$ cat src/wdlc_pkg.sv
// Shared types and fixed field widths of the window distinct letter counter.
// No dependencies; imported by the core and the letter bank.
package wdlc_pkg;

    localparam int CFG_BITS         = 7;   // window length config port width
    localparam int LETTER_BITS      = 5;   // letter port width
    localparam int OUT_TOTAL_BITS   = 16;  // match total port width
    localparam int WINDOW_LEN_RESET = 4;   // window length after reset

    // Per-word control from the top level to the letter count bank
    typedef struct packed {
        logic step;    // a word is accepted this cycle
        logic leave;   // the oldest letter drops out of the window
        logic clear;   // end of string or new window length
    } ctrl_t;

endpackage

$ cat src/window_distinct_letter_counter_core.sv
// Top level of the window distinct letter counter: history cell chain,
// letter count bank, window control, match total and output register.
// Depends on wdlc_pkg, wdlc_hist_cell and wdlc_letter_bank.
//
//  channel  ports                                  direction  word
//  input    s_valid s_ready s_letter s_last        in         one letter
//  result   m_valid m_ready m_match m_match_total  out        one result
//           m_done_res
//  config   cfg_valid cfg_ready cfg_data           in         window length
//
// One word per cycle unless a stalled result holds s_ready low; the result
// appears in the next cycle via the tail tap, count bank and total adder.
// Reset: synchronous, active low; window length returns to 4, string cleared.
// A stalled result holds in the output register; s_ready is high whenever
// that register is empty or being taken.
// A config write clears the string state; cfg_ready is always high.
module window_distinct_letter_counter_core
    import wdlc_pkg::*;
#(
    parameter int WINDOW_MAX = 64,
    parameter int ALPHABET   = 26,
    parameter int TOTAL_BITS = 16
) (
    input  logic                      aclk,
    input  logic                      aresetn,
    input  logic                      s_valid,
    output logic                      s_ready,
    input  logic [LETTER_BITS-1:0]    s_letter,
    input  logic                      s_last,
    output logic                      m_valid,
    input  logic                      m_ready,
    output logic                      m_match,
    output logic [OUT_TOTAL_BITS-1:0] m_match_total,
    output logic                      m_done_res,
    input  logic                      cfg_valid,
    output logic                      cfg_ready,
    input  logic [CFG_BITS-1:0]       cfg_data
);

    localparam int LW      = $clog2(ALPHABET);
    localparam int KW      = $clog2(WINDOW_MAX + 1);
    localparam int DW      = $clog2(ALPHABET + 1);
    localparam int K_RESET = (WINDOW_LEN_RESET > WINDOW_MAX) ? WINDOW_MAX : WINDOW_LEN_RESET;

    logic [KW-1:0]         k_reg;
    logic [KW-1:0]         k_cfg;
    logic [KW-1:0]         fill_reg;
    logic [KW-1:0]         fill_next;
    logic [TOTAL_BITS-1:0] total_reg;
    logic [TOTAL_BITS-1:0] total_next;
    logic                  m_valid_reg;
    logic                  accept;
    logic                  cfg_fire;
    logic                  leave;
    logic                  match_next;
    logic [LW-1:0]         letter;
    logic [LW-1:0]         old_letter;
    logic [LW-1:0]         hist [WINDOW_MAX];
    logic [LW-1:0]         taps [WINDOW_MAX];
    logic [DW-1:0]         distinct_next;
    ctrl_t                 ctrl;

    assign cfg_ready = 1'b1;
    assign cfg_fire  = cfg_valid;
    assign s_ready   = !m_valid_reg || m_ready;
    assign accept    = s_valid && s_ready;
    assign m_valid   = m_valid_reg;

    // clamp out-of-range codes to the last letter
    always_comb begin
        if (int'(s_letter) >= ALPHABET) begin
            letter = LW'(ALPHABET - 1);
        end else begin
            letter = LW'(s_letter);
        end
    end

    always_comb begin
        if (cfg_data == '0) begin
            k_cfg = KW'(1);
        end else if (int'(cfg_data) > WINDOW_MAX) begin
            k_cfg = KW'(WINDOW_MAX);
        end else begin
            k_cfg = KW'(cfg_data);
        end
    end

    genvar gi;
    generate
        for (gi = 0; gi < WINDOW_MAX; gi++) begin : g_cell
            wdlc_hist_cell #(
                .LW    (LW),
                .KW    (KW),
                .INDEX (gi)
            ) u_cell (
                .aclk  (aclk),
                .shift (accept),
                .d_in  ((gi == 0) ? letter : hist[(gi == 0) ? 0 : gi - 1]),
                .k     (k_reg),
                .q     (hist[gi]),
                .tap   (taps[gi])
            );
        end
    endgenerate

    // at most one cell drives its tap
    always_comb begin
        old_letter = '0;
        for (int i = 0; i < WINDOW_MAX; i++) begin
            old_letter = old_letter | taps[i];
        end
    end

    assign leave     = (fill_reg >= k_reg);
    assign fill_next = leave ? k_reg : fill_reg + KW'(1);

    assign ctrl.step  = accept;
    assign ctrl.leave = leave;
    assign ctrl.clear = cfg_fire || (accept && s_last);

    wdlc_letter_bank #(
        .ALPHABET   (ALPHABET),
        .WINDOW_MAX (WINDOW_MAX)
    ) u_bank (
        .aclk          (aclk),
        .aresetn       (aresetn),
        .ctrl          (ctrl),
        .old_letter    (old_letter),
        .new_letter    (letter),
        .distinct_next (distinct_next)
    );

    assign match_next = (fill_next == k_reg) && (int'(distinct_next) == int'(k_reg) - 1);
    assign total_next = (match_next && (total_reg != '1)) ? total_reg + TOTAL_BITS'(1)
                                                         : total_reg;

    always_ff @(posedge aclk) begin
        if (!aresetn) begin
            k_reg       <= KW'(K_RESET);
            fill_reg    <= '0;
            total_reg   <= '0;
            m_valid_reg <= 1'b0;
        end else begin
            if (cfg_fire) begin
                k_reg     <= k_cfg;
                fill_reg  <= '0;
                total_reg <= '0;
            end else if (accept) begin
                if (s_last) begin
                    fill_reg  <= '0;
                    total_reg <= '0;
                end else begin
                    fill_reg  <= fill_next;
                    total_reg <= total_next;
                end
            end
            if (accept) begin
                m_valid_reg <= 1'b1;
            end else if (m_ready) begin
                m_valid_reg <= 1'b0;
            end
        end
    end

    always_ff @(posedge aclk) begin
        if (accept) begin
            m_match       <= match_next;
            m_match_total <= OUT_TOTAL_BITS'(total_next);
            m_done_res    <= s_last;
        end
    end

    a_fill_bound: assert property (@(posedge aclk) disable iff (!aresetn)
        fill_reg <= k_reg)
        else $error("window fill exceeds window length");

    a_last_clears: assert property (@(posedge aclk) disable iff (!aresetn)
        (accept && s_last && !cfg_fire) |=> (fill_reg == '0 && total_reg == '0))
        else $error("string state not cleared after last word");

    a_result_follows: assert property (@(posedge aclk) disable iff (!aresetn)
        accept |=> m_valid_reg)
        else $error("accepted word produced no result");

endmodule

$ cat src/wdlc_hist_cell.sv
// One cell of the letter history shift line.
// Holds one letter, hands it to the next cell on each accepted word and
// drives its letter on the tap when it sits at the tail of the window.
module wdlc_hist_cell #(
    parameter int LW    = 5,
    parameter int KW    = 7,
    parameter int INDEX = 0
) (
    input  logic          aclk,
    input  logic          shift,
    input  logic [LW-1:0] d_in,
    input  logic [KW-1:0] k,
    output logic [LW-1:0] q,
    output logic [LW-1:0] tap
);

    logic [LW-1:0] letter_reg;
    logic          sel;

    always_ff @(posedge aclk) begin
        if (shift) begin
            letter_reg <= d_in;
        end
    end

    // cell INDEX holds the letter taken INDEX+1 words ago
    assign sel = (int'(k) == INDEX + 1);
    assign q   = letter_reg;
    assign tap = sel ? letter_reg : '0;

endmodule

$ cat src/wdlc_letter_bank.sv
// Per-letter occurrence counters and the distinct letter count.
// Depends on wdlc_pkg (ctrl_t); every counter decodes its own letter index.
module wdlc_letter_bank
    import wdlc_pkg::*;
#(
    parameter int ALPHABET   = 26,
    parameter int WINDOW_MAX = 64
) (
    input  logic                          aclk,
    input  logic                          aresetn,
    input  ctrl_t                         ctrl,
    input  logic [$clog2(ALPHABET)-1:0]   old_letter,
    input  logic [$clog2(ALPHABET)-1:0]   new_letter,
    output logic [$clog2(ALPHABET+1)-1:0] distinct_next
);

    localparam int LW   = $clog2(ALPHABET);
    localparam int DW   = $clog2(ALPHABET + 1);
    localparam int CNTW = $clog2(WINDOW_MAX + 1);

    logic [CNTW-1:0] cnt_reg  [ALPHABET];
    logic [CNTW-1:0] cnt_next [ALPHABET];
    logic [ALPHABET-1:0] drop_flag;
    logic [ALPHABET-1:0] add_flag;
    logic [DW-1:0]       distinct_reg;
    logic [DW-1:0]       after_drop;

    always_comb begin
        for (int i = 0; i < ALPHABET; i++) begin
            logic is_old;
            logic is_new;
            logic dec;
            is_old = ctrl.leave && (old_letter == LW'(i));
            is_new = (new_letter == LW'(i));
            dec    = is_old && (cnt_reg[i] != '0);
            // a letter that leaves and comes back keeps its place in the count
            drop_flag[i] = is_old && (cnt_reg[i] == CNTW'(1)) && !is_new;
            add_flag[i]  = is_new && (cnt_reg[i] == '0);
            cnt_next[i]  = cnt_reg[i] + CNTW'(is_new) - CNTW'(dec);
        end
    end

    always_comb begin
        after_drop = distinct_reg;
        if ((|drop_flag) && (distinct_reg != '0)) begin
            after_drop = distinct_reg - DW'(1);
        end
        distinct_next = after_drop + DW'(|add_flag);
    end

    always_ff @(posedge aclk) begin
        if (!aresetn || ctrl.clear) begin
            for (int i = 0; i < ALPHABET; i++) begin
                cnt_reg[i] <= '0;
            end
            distinct_reg <= '0;
        end else if (ctrl.step) begin
            for (int i = 0; i < ALPHABET; i++) begin
                cnt_reg[i] <= cnt_next[i];
            end
            distinct_reg <= distinct_next;
        end
    end

endmodule
$ cat config.mk
export PLATFORM = sky130hd
export DESIGN_NAME = window_distinct_letter_counter_core
export DESIGN_NICKNAME = d
export VERILOG_FILES = /design/src/wdlc_pkg.sv /design/src/window_distinct_letter_counter_core.sv /design/src/wdlc_hist_cell.sv /design/src/wdlc_letter_bank.sv
export SDC_FILE = /design/constraint.sdc
export NUM_CORES = 1
export LEC_CHECK = 0
export ABC_AREA = 1
export ABC_CLOCK_PERIOD_IN_PS = 20200
export BUFFER_PORTS_ARGS = -buffer_cell sky130_fd_sc_hd__buf_2
export CORE_MARGIN = 4
export CORE_UTILIZATION = 64
export CTS_BUF_LIST = sky130_fd_sc_hd__clkbuf_16
export DETAILED_ROUTE_END_ITERATION = 10
export HOLD_SLACK_MARGIN = 0.06
export PLACE_DENSITY = 0.87
export SYNTH_ARGS = -nofsm -noshare
export SYNTH_HDL_FRONTEND = slang
export SYNTH_SLANG_ARGS = --single-unit
$ cat constraint.sdc
create_clock -name aclk -period 20.2 [get_ports aclk]
set_input_delay 5.05 -clock aclk [delete_from_list [all_inputs] [get_ports aclk]]
set_output_delay 5.05 -clock aclk [all_outputs]
set_load 0.03 [all_outputs]
# == Yosys cells after proc, flatten, opt, wreduce, memory -nomap -nowiden ==
# Memories as Yosys holds them, arrays and structs flattened.
# Cells that the tools add are included.
# word_totals
elab_cells,697
inputBits,18
ramBits,182
register_bits,374
output_inout_bits,21
mem_count,1
# memory_table
memory,words,width,read_ports,rd_clocked_by_memory_dff,wr,line_no,source
u_bank.cnt_reg,26,7,26,0,26,wdlc_letter_bank.sv:21,logic [CNTW-1:0] cnt_reg [ALPHABET];
# classes
n_mux,105
bitwise_logic,90
add_sub_neg,57
eq_ne,143
reduce_logical,226
magnitude_cmp,3
# ops
cell,count
$mux 5,66
$or 5x5->5,63
$eq 7x7->1 const B,33
$mux 7,30
$logic_not 7->1,27
$add 7x1->7,26
$eq 7x1->1 const B,26
$reduce_bool 7->1,26
$sub 7x1->7,26
$logic_and 1x1->1,135
$eq 7x6->1 const B,16
$eq 5x5->1 const B,20
$eq 5x4->1 const B,16
$eq 7x5->1 const B,8
$reduce_or 26->1,2
$eq 5x3->1 const B,8
$mux 16,2
$eq 7x4->1 const B,4
$logic_not 1->1,28
$or 1x1->1,26
$eq 5x2->1 const B,4
$add 16x1->16 const B,1
$ne 16x16->1 const B,1
$eq 7x3->1 const B,2
other kinds (18),28

# == Longest topological paths before layout ==
# depth
depth_word,78
mapped_depth,41
ltp_nobuf,40

# == Cells and area by module ==
# A second synthesis with hierarchy kept.
# unflattened
cells_unflattened,3928
hier_area_um2,34644.5
# by_module_without_submodules
mod,seq_area_each_um2,area_each_um2,n_inst,cells_each
wdlc_letter_bank,5565.3,15606.2,1,1924
window_distinct_letter_counter_core,1161.1,3812.4,1,556
wdlc_hist_cell at g_cell[10].u_cell ...,150.1,224.0,16,24
wdlc_hist_cell at g_cell[28].u_cell ...,150.1,260.2,10,21
wdlc_hist_cell at g_cell[16].u_cell ...,150.1,230.2,9,25
wdlc_hist_cell at g_cell[11].u_cell ...,150.1,254.0,6,20
wdlc_hist_cell at g_cell[0].u_cell ...,150.1,234.0,5,26
wdlc_hist_cell at g_cell[30].u_cell ...,150.1,256.5,4,20
wdlc_hist_cell at g_cell[22].u_cell ...,150.1,237.7,4,23
wdlc_hist_cell at g_cell[12].u_cell ...,150.1,250.2,2,19
wdlc_hist_cell at g_cell[3].u_cell ...,150.1,245.2,2,20
wdlc_hist_cell at g_cell[54].u_cell ...,150.1,219.0,2,22
wdlc_hist_cell at g_cell[51].u_cell ...,150.1,216.5,2,21
wdlc_hist_cell at g_cell[14].u_cell,150.1,220.2,1,22
wdlc_hist_cell at g_cell[62].u_cell,150.1,215.2,1,21

# == Worst setup path after synthesis ==
# OpenSTA, ideal clock, no wires.
# synth_path
path_kind,in2reg
start,in m_ready
end,"mem u_bank.cnt_reg[0][0] in the netlist's numbering, enable pin"
slack_ps,861
arrival_ps,18722
required_time_ps,19583
n_path_buf,1
path_stages,7
setup_time_ps,617
path_cell_list,inv_1 > nand2_1 > nand2_1 > inv_1 > nor2_1 > inv_2 > clkbuf_1
# synth_rtl
element,line_no,source
"start, declared",window_distinct_letter_counter_core.sv:31,"input logic m_ready,"
"end, declared",wdlc_letter_bank.sv:21,

# == Worst setup path after layout ==
# layout_path
start,in m_ready
end,out s_ready
# layout_between
elab_chain_cells,1
# layout_rtl
element,line_no,source
$logic_or 1x1->1,window_distinct_letter_counter_core.sv:65,assign s_ready = !m_valid_reg || m_ready;
"end, declared",window_distinct_letter_counter_core.sv:27,"output logic s_ready,"
# No other way between the ends.

==> flow_summary.toml <==
[drt]
ant_nets = 0
dr.pass1.iters = 6
viasPerCell = 5.81
vias = 23400
first_iter_violations = 2724
routed_wl_mm = 73.6
remaining_drc_errors = 0
route.detailed.wl_per_inst_um = 18.3

[cells_and_area]
largest_reg_flops = 320
multiInputGateArea_um2 = 12800
syn_to_final_growth_pct = 8.45
layout_commonest_cell = "nand2_1"
n_antenna_cell = 0
fill_cells = 3331
drive_gt1_share_pct = 6.75
fin_util_pct = 70.6
most-common-layout-cells = "nand2_1, nor2_1, edfxtp_1"
seq_area_um2 = 16300
final_nets = 3656

[sta]
hold_violations = 0
tns_ns = 0
fmax_mhz = 95.4
fin_worst_skew_ns = 0.0333
slew_headroom_pct = 26.0
holdWs_ns = 0.423
tightest_slew_ns = 1.11
rsz0062_at_grt = "false"
setup_violations = 0
period_minus_slack_ns = 10.48
slew_viol_final = 0
finalCritPeriodShare_pct = 51.9
fin_ws_ns = 9.72

[clock_tree]
tritoncts = "built"
cts_sinks = 556
cts_buffer_depth = 3
cts_max_level = 2
hold_buffers = 0
clk_latency_ns = 0.64
post_cts_buffers = 0
cts_buffers = 57
root_buffer = "clkbuf_16"
cts_resized = 0
clkTransAtPathRegs_ns = 0.06

[synthesis]
muxShareOfSynthArea_pct = 0
ys_types = 51
async_reset_ff_share_pct = 0
yosysWarnings = 0
syn_area_um2 = 31200
synth_compound_area_share_pct = 5.37
syn-mean-instance-area_um2 = 9.43
ys.flop_type = "edfxtp_1"
synth_seq_area_share_pct = 52.3
syn_inst = 3309
synth_nets = 3604
yosys.area_share.adder_pct = 11.7
synth_enable_flop_cells = 520
synth_seq_cells = 556
synth-simple-area-share_pct = 21.9
synthXorXnorAreaFrac_pct = 1.91
synth_top_family_by_area = "simple AND/OR/NAND/NOR gates"

[power]
vdd_ir_drop_max_uv = 70.2
p_seq_share_pct = 48.5
combPwrFrac_pct = 14.8
pwr_density_cell_nw_per_um2 = 85.6
switchingPower_mw = 0.810
clock_power_share_pct = 36.7
intPower_mw = 2.09
p_leak_nw = 14.8
swShare_pct = 27.9

[global_route]
grt_pass1_wl_mm = 117
grt_pass1_vias = 23100
antenna_found_initial = 0
grt-ovfl-total = 0
grt_max_degree = 191
grt_use_total_pct = 27.7

[worst_setup_path]
endpoint_kind = "output pin"
critPathSlowestCell = "buf_2"
reg2reg_setup_slack_ns = 13.28
crit_fanout = 3
worstSetupEndpoint = "s_ready"
r2r-end = "m_match_total[3]$_DFFE_PP_"
required_ns = 15.15
r2r_start = "k_reg[0]$_SDFFE_PN0P_"
path_class = "primary input to output pin"
cpMostUsedCell = "buf_2"
ff2ff_path_depth = 37
startpoint_type = "primary input"
path_cells = "buf_2 > inv_1 > nand2_1 > buf_2"
slowest_delay_ns = 0.18
crit_start = "m_ready"
cp.arrival_ns = 5.43

[placement]
hpwl_mm = 50.9
pre_cts_ws_ns = 9.72
io_buffers = 37
gp_congestion = 0.968

[floorplanning]
start_util_pct = 65.1
rows = 80
ios = 39
coreArea_um2 = 47900
die_area_um2 = 52400
fp.dieH_um = 229
die_w_um = 229

[hold_path]
hp-class = "flip-flop to flip-flop"

[flow_run]
drv_cap = 0

[outcome]
outcome = "completed"
[routing by layer]
| metal | global-route usage, % | vias to the layer above | routed length (um) |
|---|---|---|---|
| met2 | 47.0 | 1077 | 35600 |
| met3 | 4.79 | 223 | 6000 |
| met4 | 11.4 | 0 | 3320 |
| met5 | 0 | - | 0 |
| li1 | - | 11100 | - |
| met1 | 35.7 | 11000 | 28700 |
[power by group through the flow]
stage	sequential [mW]	combinational, mW	clock (mW)
after global placement	1.42	0.401	0
after global routing	1.41	0.485	1.12
after floorplan	1.42	0.314	0
final	1.41	0.429	1.06
after detailed placement	1.43	0.416	0
after CTS	1.40	0.425	1.07
[final cells by class]
type / instances / area share, %
timing repair buffer: 50 / 0.872
inverter: 475 / 5.34
tap: 615 / 2.27
clock buffer: 58 / 4.29
clock inverter: 48 / 1.24
sequential: 556 / 48.3
multi-input combinational: 2221 / 37.7
[synth_stat cells, types with 12 or more instances]
master | count | area share (%)
xnor2_1 | 29 | 0.81
a21oi_1 | 111 | 1.8
edfxtp_1 | 520 | 50
o21bai_1 | 26 | 0.63
nor3_1 | 91 | 1.5
nor2_1 | 538 | 6.5
nand2_2 | 12 | 0.24
buf_2 | 15 | 0.24
clkbuf_1 | 24 | 0.29
nor4_1 | 40 | 0.80
ha_1 | 251 | 10
nor3b_1 | 12 | 0.29
inv_1 | 461 | 5.5
nand3_2 | 14 | 0.45
dfxtp_1 | 36 | 2.3
nor2_2 | 43 | 0.86
o31ai_1 | 26 | 0.63
xor2_1 | 39 | 1.1
o21ai_0 | 83 | 1.3
nand4_1 | 18 | 0.36
nand2_1 | 617 | 7.4
fa_1 | 26 | 1.7
nand3_1 | 169 | 2.7
[kinds of logic after synthesis]
family / after synthesis
buf+inv: 532
xor+xnor: 68
other cells: 1
compound gates: 289
simple gates: 1586
fa+ha+maj: 277
flops: 556
[stage by stage]
step	std cells	total power, mW	instance area [um^2]
after detailed placement	3917	1.84	32000
after CTS	4023	2.90	33900
after global routing	4023	3.02	33900
after floorplan	3309	1.74	31200
after global placement	3917	1.82	32000
final	4023	2.90	33900
[worst max-delay path, delay by kind of cell]
| family | cells | cell delay, ns |
|---|---|---|
| AND/OR/NAND/NOR | 1 | 0.06 |
| buffers and inverters | 3 | 0.31 |
[worst min-delay path by stage]
stage / startpoint / endpoint / cells past startpoint
3_3_place_gp: g_cell[57].u_cell.q[1]$_DFFE_PP_ / g_cell[58].u_cell.q[1]$_DFFE_PP_ / 0
3_5_place_dp: g_cell[35].u_cell.q[3]$_DFFE_PP_ / g_cell[36].u_cell.q[3]$_DFFE_PP_ / 0
5_1_grt: g_cell[3].u_cell.q[1]$_DFFE_PP_ / g_cell[4].u_cell.q[1]$_DFFE_PP_ / 0
2_1_floorplan: g_cell[9].u_cell.q[0]$_DFFE_PP_ / g_cell[10].u_cell.q[0]$_DFFE_PP_ / 0
4_1_cts: g_cell[25].u_cell.q[0]$_DFFE_PP_ / g_cell[26].u_cell.q[0]$_DFFE_PP_ / 0
6_report: g_cell[3].u_cell.q[1]$_DFFE_PP_ / g_cell[4].u_cell.q[1]$_DFFE_PP_ / 0
Note: power is estimated with default switching activity, not from simulation.
